<file path="config.mk">
export PLATFORM = sky130hd
export DESIGN_NAME = float32_to_minifloat_converter
export DESIGN_NICKNAME = d
export VERILOG_FILES = /design/src/hdl/f2m_pkg.sv /design/src/hdl/float32_to_minifloat_converter.sv /design/src/hdl/f2m_round.sv
export SDC_FILE = /design/constraint.sdc
export NUM_CORES = 1
export LEC_CHECK = 0
export ABC_AREA = 1
export BUFFER_PORTS_ARGS = -buffer_cell sky130_fd_sc_hd__buf_2
export CAP_MARGIN = 20
export CORE_AREA = 5 5 98 100
export CTS_CLUSTER_SIZE = 25
export DETAILED_ROUTE_END_ITERATION = 10
export DIE_AREA = 0 0 103 105
export GPL_ROUTABILITY_DRIVEN = 0
export PLACE_DENSITY = 0.77
export SYNTH_ARGS = -nofsm -noshare
export SYNTH_HDL_FRONTEND = slang
export SYNTH_HIERARCHICAL = 1
export SYNTH_SLANG_ARGS = --single-unit
</file>
<file path="constraint.sdc">
create_clock -name clock -period 3.75 [get_ports clock]
set_input_delay 0.1875 -clock clock [delete_from_list [all_inputs] [get_ports clock]]
set_output_delay 0.1875 -clock clock [all_outputs]
set_load 0.02 [all_outputs]
</file>
<file path="src/hdl/f2m_pkg.sv">
// ----------------------------------------------------------------------------
// f2m_pkg
// Constants shared by the single precision to minifloat converter.
// ----------------------------------------------------------------------------
package f2m_pkg;

   localparam int unsigned F32_WIDTH  = 32;
   localparam int unsigned MINI_WIDTH = 8;
   localparam logic [7:0]  EXP_REBIAS = 8'd120;
   localparam logic [6:0]  MINI_INF   = 7'h78;
   localparam logic [6:0]  MINI_NAN   = 7'h79;

endpackage

</file>
<file path="src/hdl/float32_to_minifloat_converter.sv">
// an item goes from the input register to the result register or via the skid
// throughput: one item per cycle until the skid fills; an input register and
// a result register with a skid stage let an item enter while a result waits
// reset: synchronous active high, clears valid flags only
// ----------------------------------------------------------------------------
// float32_to_minifloat_converter
// Single precision to E4M3 minifloat, round to nearest even.
// ----------------------------------------------------------------------------
module float32_to_minifloat_converter (
   input  logic                            clock,
   input  logic                            reset,
   input  logic                            req_valid,
   output logic                            req_stall,
   input  logic [f2m_pkg::F32_WIDTH-1:0]   req_float_bits,
   output logic                            rsp_valid,
   input  logic                            rsp_stall,
   output logic [f2m_pkg::MINI_WIDTH-1:0]  rsp_mini_bits
);
   import f2m_pkg::*;

   logic                  in_vld_ff, in_vld_in;
   logic [F32_WIDTH-1:0]  in_dat_ff;
   logic                  out_vld_ff, out_vld_in;
   logic [MINI_WIDTH-1:0] out_dat_ff;
   logic                  skid_vld_ff, skid_vld_in;
   logic [MINI_WIDTH-1:0] skid_dat_ff;
   logic [MINI_WIDTH-1:0] conv;
   logic                  in_move;
   logic                  out_free;

   f2m_round u_round (.float_bits(in_dat_ff), .mini_bits(conv));

   assign out_free  = !out_vld_ff || !rsp_stall;
   // stall while the skid is full; input then moves only if output is free
   assign req_stall = skid_vld_ff;
   assign in_move   = in_vld_ff && (out_free || !skid_vld_ff);

   always_comb begin
      in_vld_in   = (req_valid && !req_stall) ? 1'b1 : (in_move ? 1'b0 : in_vld_ff);
      out_vld_in  = out_vld_ff;
      skid_vld_in = skid_vld_ff;
      if (out_free) begin
         out_vld_in  = skid_vld_ff || in_move;
         skid_vld_in = 1'b0;
      end else if (in_move) begin
         skid_vld_in = 1'b1;
      end
   end

   always_ff @(posedge clock) begin
      if (req_valid && !req_stall) in_dat_ff <= req_float_bits;
      if (out_free) begin
         out_dat_ff <= skid_vld_ff ? skid_dat_ff : conv;
         if (skid_vld_ff && in_move) skid_dat_ff <= conv;
      end else if (in_move) begin
         skid_dat_ff <= conv;
      end
      if (reset) begin
         in_vld_ff   <= 1'b0;
         out_vld_ff  <= 1'b0;
         skid_vld_ff <= 1'b0;
      end else begin
         in_vld_ff   <= in_vld_in;
         out_vld_ff  <= out_vld_in;
         skid_vld_ff <= skid_vld_in || (out_free && skid_vld_ff && in_move);
      end
   end

   assign rsp_valid     = out_vld_ff;
   assign rsp_mini_bits = out_dat_ff;

   a_skid_needs_out: assert property (@(posedge clock) disable iff (reset)
      skid_vld_ff |-> out_vld_ff) else $error("skid full with empty output");
   a_stall_holds: assert property (@(posedge clock) disable iff (reset)
      (rsp_valid && rsp_stall) |=> rsp_valid) else $error("result dropped");
   a_no_loss: assert property (@(posedge clock) disable iff (reset)
      (in_vld_ff && !in_move) |=> in_vld_ff) else $error("item lost");

endmodule

</file>
<file path="src/hdl/f2m_round.sv">
// ----------------------------------------------------------------------------
// f2m_round
// Combinational conversion of one single precision pattern to E4M3.
// ----------------------------------------------------------------------------
module f2m_round (
   input  logic [f2m_pkg::F32_WIDTH-1:0]  float_bits,
   output logic [f2m_pkg::MINI_WIDTH-1:0] mini_bits
);
   import f2m_pkg::*;

   logic        sign;
   logic [7:0]  efield;
   logic [22:0] man;
   logic [23:0] sig;
   logic [5:0]  sh;
   logic [3:0]  kept;
   logic        rbit;
   logic        sticky;
   logic [3:0]  q;
   logic [3:0]  exp_n;
   logic [3:0]  e_sum;

   assign sign   = float_bits[31];
   assign efield = float_bits[30:23];
   assign man    = float_bits[22:0];
   assign sig    = {efield != 8'd0, man};

   // right shift amount is 141 - efield for tiny values (32 below 109), 20 otherwise
   always_comb begin
      if (efield <= EXP_REBIAS) begin
         if (efield < 8'd109) sh = 6'd32;
         else sh = 6'(8'd141 - efield);
      end else begin
         sh = 6'd20;
      end
   end

   always_comb begin
      logic [23:0] s;
      s = (efield <= EXP_REBIAS) ? sig : {1'b0, man};
      if (sh >= 6'd25) begin
         kept   = '0;
         rbit   = 1'b0;
         sticky = |s;
      end else begin
         kept   = 4'(s >> sh);
         rbit   = s[5'(sh - 6'd1)];
         sticky = |(s & ((24'd1 << (sh - 6'd1)) - 24'd1));
      end
      q = kept + 4'(rbit & (sticky | kept[0]));
   end

   assign exp_n = 4'(efield - EXP_REBIAS);
   assign e_sum = exp_n + {3'd0, q[3]};

   always_comb begin
      if (efield >= 8'd135) begin
         mini_bits = {sign, (efield == 8'd255 && man != '0) ? MINI_NAN : MINI_INF};
      end else if (efield <= EXP_REBIAS) begin
         mini_bits = {sign, 3'b000, q};
      end else begin
         mini_bits = {sign, e_sum, q[2:0]};
      end
   end

endmodule

</file>
==> metrics.txt, run 1 <==
# TYPE chip_impl_metric gauge
chip_impl_info{name="outcome",value="finished with violations"} 1
chip_impl_info{name="failed_checks",value="setup timing"} 1
chip_impl_info{name="hold_path_class",value="in2reg"} 1
chip_impl_metric{name="worst_slack",unit="ps"} -112.4
chip_impl_info{name="rsz_0062_raised_after_global_routing",value="yes"} 1
chip_impl_metric{name="dpl.cell_count",unit=""} 873
chip_impl_metric{name="ys_ff_latch",unit=""} 51
chip_impl_metric{name="clock_insertion_delay_worst_skew",unit="ps"} 310
chip_impl_metric{name="grt_util_met1",unit="%"} 35.80
chip_impl_metric{name="fin_cells",unit=""} 900
chip_impl_metric{name="hold_slack",unit="ps"} 44.63
chip_impl_metric{name="worst_path_largest_cell_delay",unit="ps"} 420
chip_impl_metric{name="cts_buffer_depth",unit=""} 2
chip_impl_metric{name="post_cts_hold_buffer_count",unit=""} 0
chip_impl_metric{name="route.detailed.drc",unit=""} 0
chip_impl_metric{name="cts.htree.levels",unit=""} 2
chip_impl_metric{name="dpl_cell_area",unit="mm^2"} 0.005309
chip_impl_metric{name="core_area",unit="mm^2"} 0.008593
chip_impl_metric{name="grt_pass1_vias",unit=""} 4983
chip_impl_metric{name="wire_per_inst",unit="um"} 16.50
chip_impl_metric{name="cts_buffers",unit=""} 5
chip_impl_metric{name="timing.max_slew.rel_slack",unit="%"} 34.96
chip_impl_metric{name="report.final.slew_viol_count",unit=""} 0
chip_impl_metric{name="worst_pin_slew",unit="ps"} 963.1
chip_impl_info{name="synth_top_family_by_area",value="simple AND/OR/NAND/NOR gates"} 1
chip_impl_metric{name="ys_async_rst_share",unit="%"} 0
chip_impl_metric{name="yosys.area_share.adder",unit="%"} 3.251
chip_impl_metric{name="port_buffers",unit=""} 45
chip_impl_metric{name="report.power.total",unit="W"} 0.001852
chip_impl_metric{name="use_met2",unit="%"} 41.15
chip_impl_info{name="timing.critical_path.from_type",value="flop"} 1
chip_impl_metric{name="per_instance_average_area_after_synthesis",unit="um^2"} 6.742
chip_impl_metric{name="drt-total-wl",unit="um"} 14850
chip_impl_metric{name="stdcell_area",unit="mm^2"} 0.005806
chip_impl_info{name="critical_path.endpoint_type",value="flop"} 1
chip_impl_metric{name="count_of_routing_violations_after_the_opening_detailed_route_iteration",unit=""} 684
chip_impl_info{name="postSynth.topFlopCell",value="edfxtp_1"} 1
chip_impl_metric{name="critical_path_fanouts_max",unit=""} 4
chip_impl_metric{name="layout_min_cycle_time",unit="ps"} 3862
chip_impl_info{name="grt.busiest_layer",value="met2"} 1
chip_impl_metric{name="layout.core_utilization",unit="%"} 67.56
chip_impl_metric{name="cts.clk_slew.worst_paths",unit="ps"} 100
chip_impl_metric{name="final-hold-violation-count",unit=""} 0
chip_impl_metric{name="fin_skew",unit="ps"} 9.952
chip_impl_info{name="kind_of_critical_path",value="reg2reg"} 1
chip_impl_metric{name="synth.yosys.seq_area_share",unit="%"} 32.51
chip_impl_metric{name="rows",unit=""} 34
chip_impl_info{name="post_synth_main_area_contributors",value="edfxtp_1 31%, nand2_1 18%, nand3_1 8.2%"} 1
chip_impl_metric{name="grt_remaining_overflow",unit=""} 0
chip_impl_metric{name="floorplan.die.width",unit="um"} 103
chip_impl_metric{name="met3_usage",unit="%"} 4.597
chip_impl_metric{name="grt_pass1_wl",unit="um"} 23430
chip_impl_info{name="cts.root.buffer_cell",value="clkbuf_8"} 1
chip_impl_info{name="crit_slowest_cell",value="edfxtp_1"} 1
chip_impl_metric{name="detailedRoute.firstPassIterationCount",unit=""} 7
chip_impl_metric{name="power-per-cell-area",unit="mW/mm^2"} 319.1
chip_impl_metric{name="antenna_violations_before_repair",unit=""} 0
chip_impl_metric{name="synth_xor_xnor_area_share",unit="%"} 1.138
chip_impl_metric{name="grt_max_degree",unit=""} 34
chip_impl_metric{name="floorplan.die_area",unit="mm^2"} 0.01082
chip_impl_metric{name="synth_compound_gate_area_share",unit="%"} 8.697
chip_impl_info{name="final_cell_mix",value="216 x nand2_1, 73 x nand3_1, 66 x inv_1, 66 x nor2_1, 61 x buf_4"} 1
chip_impl_metric{name="post-route-period-util",unit="%"} 103.0
chip_impl_metric{name="antennaDiodeCount",unit=""} 0
chip_impl_metric{name="worstHoldPathCells",unit=""} 1
chip_impl_metric{name="boundaryPins",unit=""} 46
chip_impl_metric{name="postSynthCellCount",unit=""} 685
chip_impl_metric{name="initial_core_util",unit="%"} 53.74
chip_impl_metric{name="static-leakage-power",unit="nW"} 2.874
chip_impl_info{name="clock_tree_from_tritoncts",value="done"} 1
chip_impl_info{name="crit_path_frequent_cell",value="nand2_1"} 1
chip_impl_info{name="layout.cells.most_common",value="nand2_1"} 1
chip_impl_metric{name="drtAntennaViolNets",unit=""} 0
chip_impl_metric{name="worst-endpoint-arrival",unit="ps"} 3950
chip_impl_metric{name="route.vias.total",unit=""} 5326
chip_impl_metric{name="fill_cells",unit=""} 694
chip_impl_metric{name="post_synth_edffs",unit=""} 48
chip_impl_metric{name="worstRegToRegCells",unit=""} 31
chip_impl_metric{name="max_cap_violations",unit=""} 0
chip_impl_metric{name="ys.warnings.count",unit=""} 6
chip_impl_metric{name="worst_ir_drop_vdd",unit="mV"} 0.2269
chip_impl_metric{name="synth_cell_type_count",unit=""} 45
chip_impl_metric{name="cts.sinks",unit=""} 51
chip_impl_metric{name="cp_data_required_time",unit="ps"} 3840
chip_impl_info{name="synth_largest_area_cell",value="edfxtp_1"} 1
chip_impl_metric{name="synthDominantCellAreaShare",unit="%"} 31.21
chip_impl_metric{name="place_hpwl",unit="um"} 11030
chip_impl_metric{name="setup_viol",unit=""} 4
chip_impl_metric{name="synthMuxAreaShare",unit="%"} 0
chip_impl_metric{name="fin_nets",unit=""} 839
chip_impl_metric{name="areaGrowthSynthToFinish",unit="%"} 25.71
chip_impl_metric{name="die_h",unit="um"} 105
chip_impl_metric{name="route.detailed.vias_per_inst",unit=""} 5.918
chip_impl_metric{name="grt_use_total",unit="%"} 26.81
chip_impl_metric{name="synth.cell_area",unit="mm^2"} 0.004618
chip_impl_metric{name="post_synthesis_net_count",unit=""} 733
chip_impl_metric{name="fmax",unit="MHz"} 258.9
chip_impl_metric{name="final_layout_size_suffix_gt1_share",unit="%"} 27.90
chip_impl_metric{name="synth_simple_gate_area_share",unit="%"} 45.98
sequential cells by signal (all words and copies together), names as in the netlist:
signal / flops
in_dat_ff: 32
in_vld_ff: 1
req_stall: 1
rsp_mini_bits: 8
rsp_valid: 1
skid_dat_ff: 8
power by group:
group | internal (W) | switching (W) | total, W | leakage, nW
Clock | 0.000201 | 0.000191 | 0.000392 | 0.0548
Combinational | 0.000283 | 0.000482 | 0.000765 | 2.33
Sequential | 0.000668 | 0.0000268 | 0.000695 | 0.495
worst paths after layout:
check	start	to	slack, ps
worst max-delay path	in_dat_ff[25]	rsp_mini_bits[0]	-110
worst min-delay path	req_float_bits[17]	in_dat_ff[17]	40
worst max register to register	in_dat_ff[25]	rsp_mini_bits[0]	-110
worst min register to register	in_dat_ff[31]	skid_dat_ff[7]	460
kinds of logic after synthesis:
kind of cell / after synthesis
simple gates: 458
buf+inv: 93
compound gates: 65
flops: 51
fa+ha+maj: 12
xor+xnor: 6
Yosys cell counts (3+ instances only):
cell      number
nor2_2        13
nand3_1       76
buf_2          6
xor2_1         5
buf_6          3
o31ai_1        3
inv_2          7
edfxtp_1      48
or2_2          4
nand4_1       16
nor4_1         4
inv_1         71
a21oi_1       13
dfxtp_1        3
o21ai_0       27
o211ai_1       8
nand3_2        7
nand2_2       12
nand2_4        7
nor3_1         7
nor2_1        79
nand3b_1       5
nand2_1      222
ha_1          12
worst max-delay path: cells and delay by family, from the launching register on:
kind                     cells  cell delay [ps]
AND/OR/NAND/NOR             24             2100
adder cells (fa/ha/maj)      4              850
flip-flops                   1              420
buffers and inverters        2              160
AO/OA/AOI/OAI                1              110
through the flow:
step	setup TNS (ps)	setup slack [ps]
5_1_grt	-1713	-333.2
3_5_place_dp	-640.8	-181.6
3_3_place_gp	-122.5	-76.95
2_1_floorplan	-33.51	-33.51
6_report	-217.2	-112.4
4_1_cts	0	0.5072
cell type report:
cell class | count | area [um^2] | share of cell area, %
Multi-Input combinational cell | 543 | 2990 | 51.51
Inverter | 79 | 306.5 | 5.280
Timing Repair Buffer | 111 | 757.0 | 13.04
Clock buffer | 5 | 68.82 | 1.185
Clock inverter | 3 | 46.29 | 0.7974
Tap cell | 108 | 135.1 | 2.328
Sequential cell | 51 | 1501 | 25.86
timing repair:
action | CTS | global route
setup buffers | 7 | 10
pin swaps | 13 | 21
endpoints found under the setup margin | 9 | 10
resized for setup | 29 | 35
gates cloned | 1 | 1
per-layer routing:
metal	up-vias	part of all wire, %
li1	2481	-
met2	387	46
met4	0	5.5
met3	83	10
met1	2375	39
met5	-	0
Note: power is estimated with default switching activity, not from simulation.
==> run 2: changes to the inputs <==
- PLACE_DENSITY: 0.77 -> 0.74
- clock period: 3.75 -> 3.95 ns (I/O delays scaled with it)
==> run 2 against run 1 <==
Net effect:
- the flow still finishes with violations (setup timing)
- non-clock buffer count decreased by 16
- clock power is 7.4% lower
- final area decreased by 1.2%
- hold slack improved by 14 ps
- register-to-register slack better by 70 ps
- utilization shrank 0.82 points
- cell count fell by 1.9%
- wire length is 0.71% higher
- via count is 1.0% lower
- sequential share of layout area grew 0.32 points
- critical path depth shrank 2
==> metrics.txt, run 2 (synthesis results as in run 1) <==
# TYPE chip_impl_metric gauge
chip_impl_metric{name="floorplan.die.width",unit="um"} 103
chip_impl_metric{name="fmax",unit="MHz"} 250.2
chip_impl_metric{name="worst_path_largest_cell_delay",unit="ps"} 440
chip_impl_info{name="cts.root.buffer_cell",value="clkbuf_8"} 1
chip_impl_info{name="registers.top_by_ff_count",value="in_dat_ff"} 1
chip_impl_metric{name="power-per-cell-area",unit="mW/mm^2"} 302.2
chip_impl_metric{name="floorplan.die_area",unit="mm^2"} 0.01082
chip_impl_metric{name="drtAntennaViolNets",unit=""} 0
chip_impl_metric{name="worst-endpoint-arrival",unit="ps"} 4070
chip_impl_metric{name="regArea",unit="mm^2"} 0.001501
chip_impl_metric{name="drt-total-wl",unit="um"} 14950
chip_impl_info{name="layout.cells.most_common",value="nand2_1"} 1
chip_impl_metric{name="grt_pass1_wl",unit="um"} 21690
chip_impl_metric{name="cts.htree.levels",unit=""} 2
chip_impl_metric{name="final_layout_size_suffix_gt1_share",unit="%"} 26.84
chip_impl_metric{name="antennaDiodeCount",unit=""} 0
chip_impl_metric{name="fin_nets",unit=""} 822
chip_impl_metric{name="grt_max_degree",unit=""} 28
chip_impl_metric{name="place_hpwl",unit="um"} 10930
chip_impl_metric{name="timing.critical_path.buf_inv",unit=""} 2
chip_impl_info{name="kind_of_critical_path",value="reg2reg"} 1
chip_impl_metric{name="wire_per_inst",unit="um"} 16.93
chip_impl_info{name="crit_path_frequent_cell",value="nand2_1"} 1
chip_impl_metric{name="report.final.slew_viol_count",unit=""} 0
chip_impl_metric{name="cts.clk_slew.worst_paths",unit="ps"} 90
chip_impl_metric{name="antenna_violations_before_repair",unit=""} 0
chip_impl_metric{name="final-hold-violation-count",unit=""} 0
chip_impl_info{name="worstSetupStartpoint",value="in_dat_ff[24]"} 1
chip_impl_metric{name="multiInputGateArea",unit="mm^2"} 0.003040
chip_impl_info{name="hold_path_class",value="in2reg"} 1
chip_impl_info{name="timing.critical_path.from_type",value="flop"} 1
chip_impl_metric{name="core_area",unit="mm^2"} 0.008593
chip_impl_info{name="outcome",value="finished with violations"} 1
chip_impl_info{name="final_cell_mix",value="215 x nand2_1, 74 x nand3_1, 64 x inv_1"} 1
chip_impl_metric{name="static-leakage-power",unit="nW"} 2.795
chip_impl_metric{name="r2r_slack",unit="ps"} -50
chip_impl_metric{name="worst_ir_drop_vdd",unit="mV"} 0.2556
chip_impl_metric{name="hold_slack",unit="ps"} 58.75
chip_impl_metric{name="post-route-period-util",unit="%"} 101.2
chip_impl_metric{name="critical_path_fanouts_max",unit=""} 8
chip_impl_metric{name="worst_slack",unit="ps"} -46.09
chip_impl_metric{name="max_cap_violations",unit=""} 0
chip_impl_info{name="timing.critical_path.max_delay_family",value="simple AND/OR/NAND/NOR gates"} 1
chip_impl_metric{name="post_cts_hold_buffer_count",unit=""} 0
chip_impl_metric{name="initial_core_util",unit="%"} 53.74
chip_impl_info{name="reg2reg_to",value="rsp_mini_bits[0]"} 1
chip_impl_metric{name="die_h",unit="um"} 105
chip_impl_metric{name="areaGrowthSynthToFinish",unit="%"} 24.19
chip_impl_metric{name="cp_data_required_time",unit="ps"} 4020
chip_impl_metric{name="grt_remaining_overflow",unit=""} 0
chip_impl_metric{name="route.detailed.vias_per_inst",unit=""} 5.971
chip_impl_metric{name="worst_pin_slew",unit="ps"} 691.0
chip_impl_info{name="crit_slowest_cell",value="edfxtp_1"} 1
chip_impl_metric{name="fin_skew",unit="ps"} 8.215
chip_impl_metric{name="route.detailed.drc",unit=""} 0
chip_impl_metric{name="dpl.cell_count",unit=""} 856
chip_impl_metric{name="layout_min_cycle_time",unit="ps"} 3996
chip_impl_metric{name="port_buffers",unit=""} 45
chip_impl_metric{name="dpl_cell_area",unit="mm^2"} 0.005151
chip_impl_metric{name="clock_insertion_delay_worst_skew",unit="ps"} 310
chip_impl_info{name="critPathCapture",value="rsp_mini_bits[0]"} 1
chip_impl_info{name="failed_checks",value="setup timing"} 1
chip_impl_metric{name="worstRegToRegCells",unit=""} 29
chip_impl_metric{name="timing.max_slew.rel_slack",unit="%"} 53.76
chip_impl_metric{name="boundaryPins",unit=""} 46
chip_impl_metric{name="count_of_routing_violations_after_the_opening_detailed_route_iteration",unit=""} 587
chip_impl_metric{name="route.vias.total",unit=""} 5272
chip_impl_metric{name="path_length_in_cells_of_the_critical_path",unit=""} 29
chip_impl_info{name="critical_path.endpoint_type",value="flop"} 1
chip_impl_info{name="r2r_start",value="in_dat_ff[24]"} 1
chip_impl_metric{name="grt_use_total",unit="%"} 25.01
chip_impl_metric{name="fin_cells",unit=""} 883
chip_impl_metric{name="fill_cells",unit=""} 732
chip_impl_metric{name="max_reg_flops",unit=""} 32
chip_impl_metric{name="cts_buffer_depth",unit=""} 2
chip_impl_metric{name="rows",unit=""} 34
chip_impl_info{name="rsz_0062_raised_after_global_routing",value="yes"} 1
chip_impl_metric{name="cts.sinks",unit=""} 51
chip_impl_metric{name="grt_pass1_vias",unit=""} 4450
chip_impl_info{name="clock_tree_from_tritoncts",value="done"} 1
chip_impl_metric{name="report.power.total",unit="W"} 0.001734
chip_impl_metric{name="detailedRoute.firstPassIterationCount",unit=""} 7
chip_impl_metric{name="cts_buffers",unit=""} 5
chip_impl_metric{name="setup_viol",unit=""} 1
chip_impl_metric{name="stdcell_area",unit="mm^2"} 0.005736
run 2: cell count changes in the layout (fill, tap and decap cells not counted), moves of 3 or more:
cell    delta
buf_4     -20
buf_6      +4
inv_2      +3
nor2_1     -4
nor2_2     +4
run 2: repair_timing:
item	in CTS	in global routing
setup endpoints to repair	3	9
gates resized for setup	4	83
setup buffers	1	17
pin swaps	1	42
gates cloned	0	1
run 2: power by group:
part | internal (W) | total, W | switching [W]
sequential | 0.000634 | 0.000660 | 0.0000259
clock | 0.000189 | 0.000363 | 0.000174
combinational | 0.000256 | 0.000710 | 0.000454
run 2: how the worst min path moves through the flow:
stage	startpoint	to	slack, ps	depth (start not counted)
after floorplan	req_float_bits[0]	in_dat_ff[0]	300	0
after global placement	req_float_bits[26]	in_dat_ff[26]	370	1
after detailed placement	req_float_bits[29]	in_dat_ff[29]	380	1
after CTS	req_float_bits[22]	in_dat_ff[22]	50	1
after global routing	req_float_bits[16]	in_dat_ff[16]	40	1
final	req_float_bits[31]	in_dat_ff[31]	60	1
run 2: through the flow:
| step | TNS (ps) | utilization, % | worst slack (ps) |
|---|---|---|---|
| finish | -46.09 | 66.74 | -46.09 |
| global route | -325.5 | 66.74 | -170.0 |
| CTS | 0 | 61.46 | 8.049 |
| detailed placement | -128.0 | 59.94 | -93.84 |
| global placement | -43.72 | 59.94 | -43.72 |
| floorplan | 0 | - | 34.21 |
run 2: layout make-up:
cell class / instances / share of cell area [%]
Multi-Input combinational cell: 542 / 53.01
Sequential cell: 51 / 26.18
Timing Repair Buffer: 95 / 11.19
Inverter: 79 / 5.301
Tap cell: 108 / 2.356
Clock buffer: 5 / 1.200
Clock inverter: 3 / 0.7635
run 2: metal layers:
layer  part of all wire (%)  vias to the layer above  track usage, %
met1                     40                     2386           35.67
met2                     45                      346           37.99
li1                       -                     2455               -
met4                    4.7                        0           9.066
met5                      0                        -               0
met3                    9.6                       85           4.064
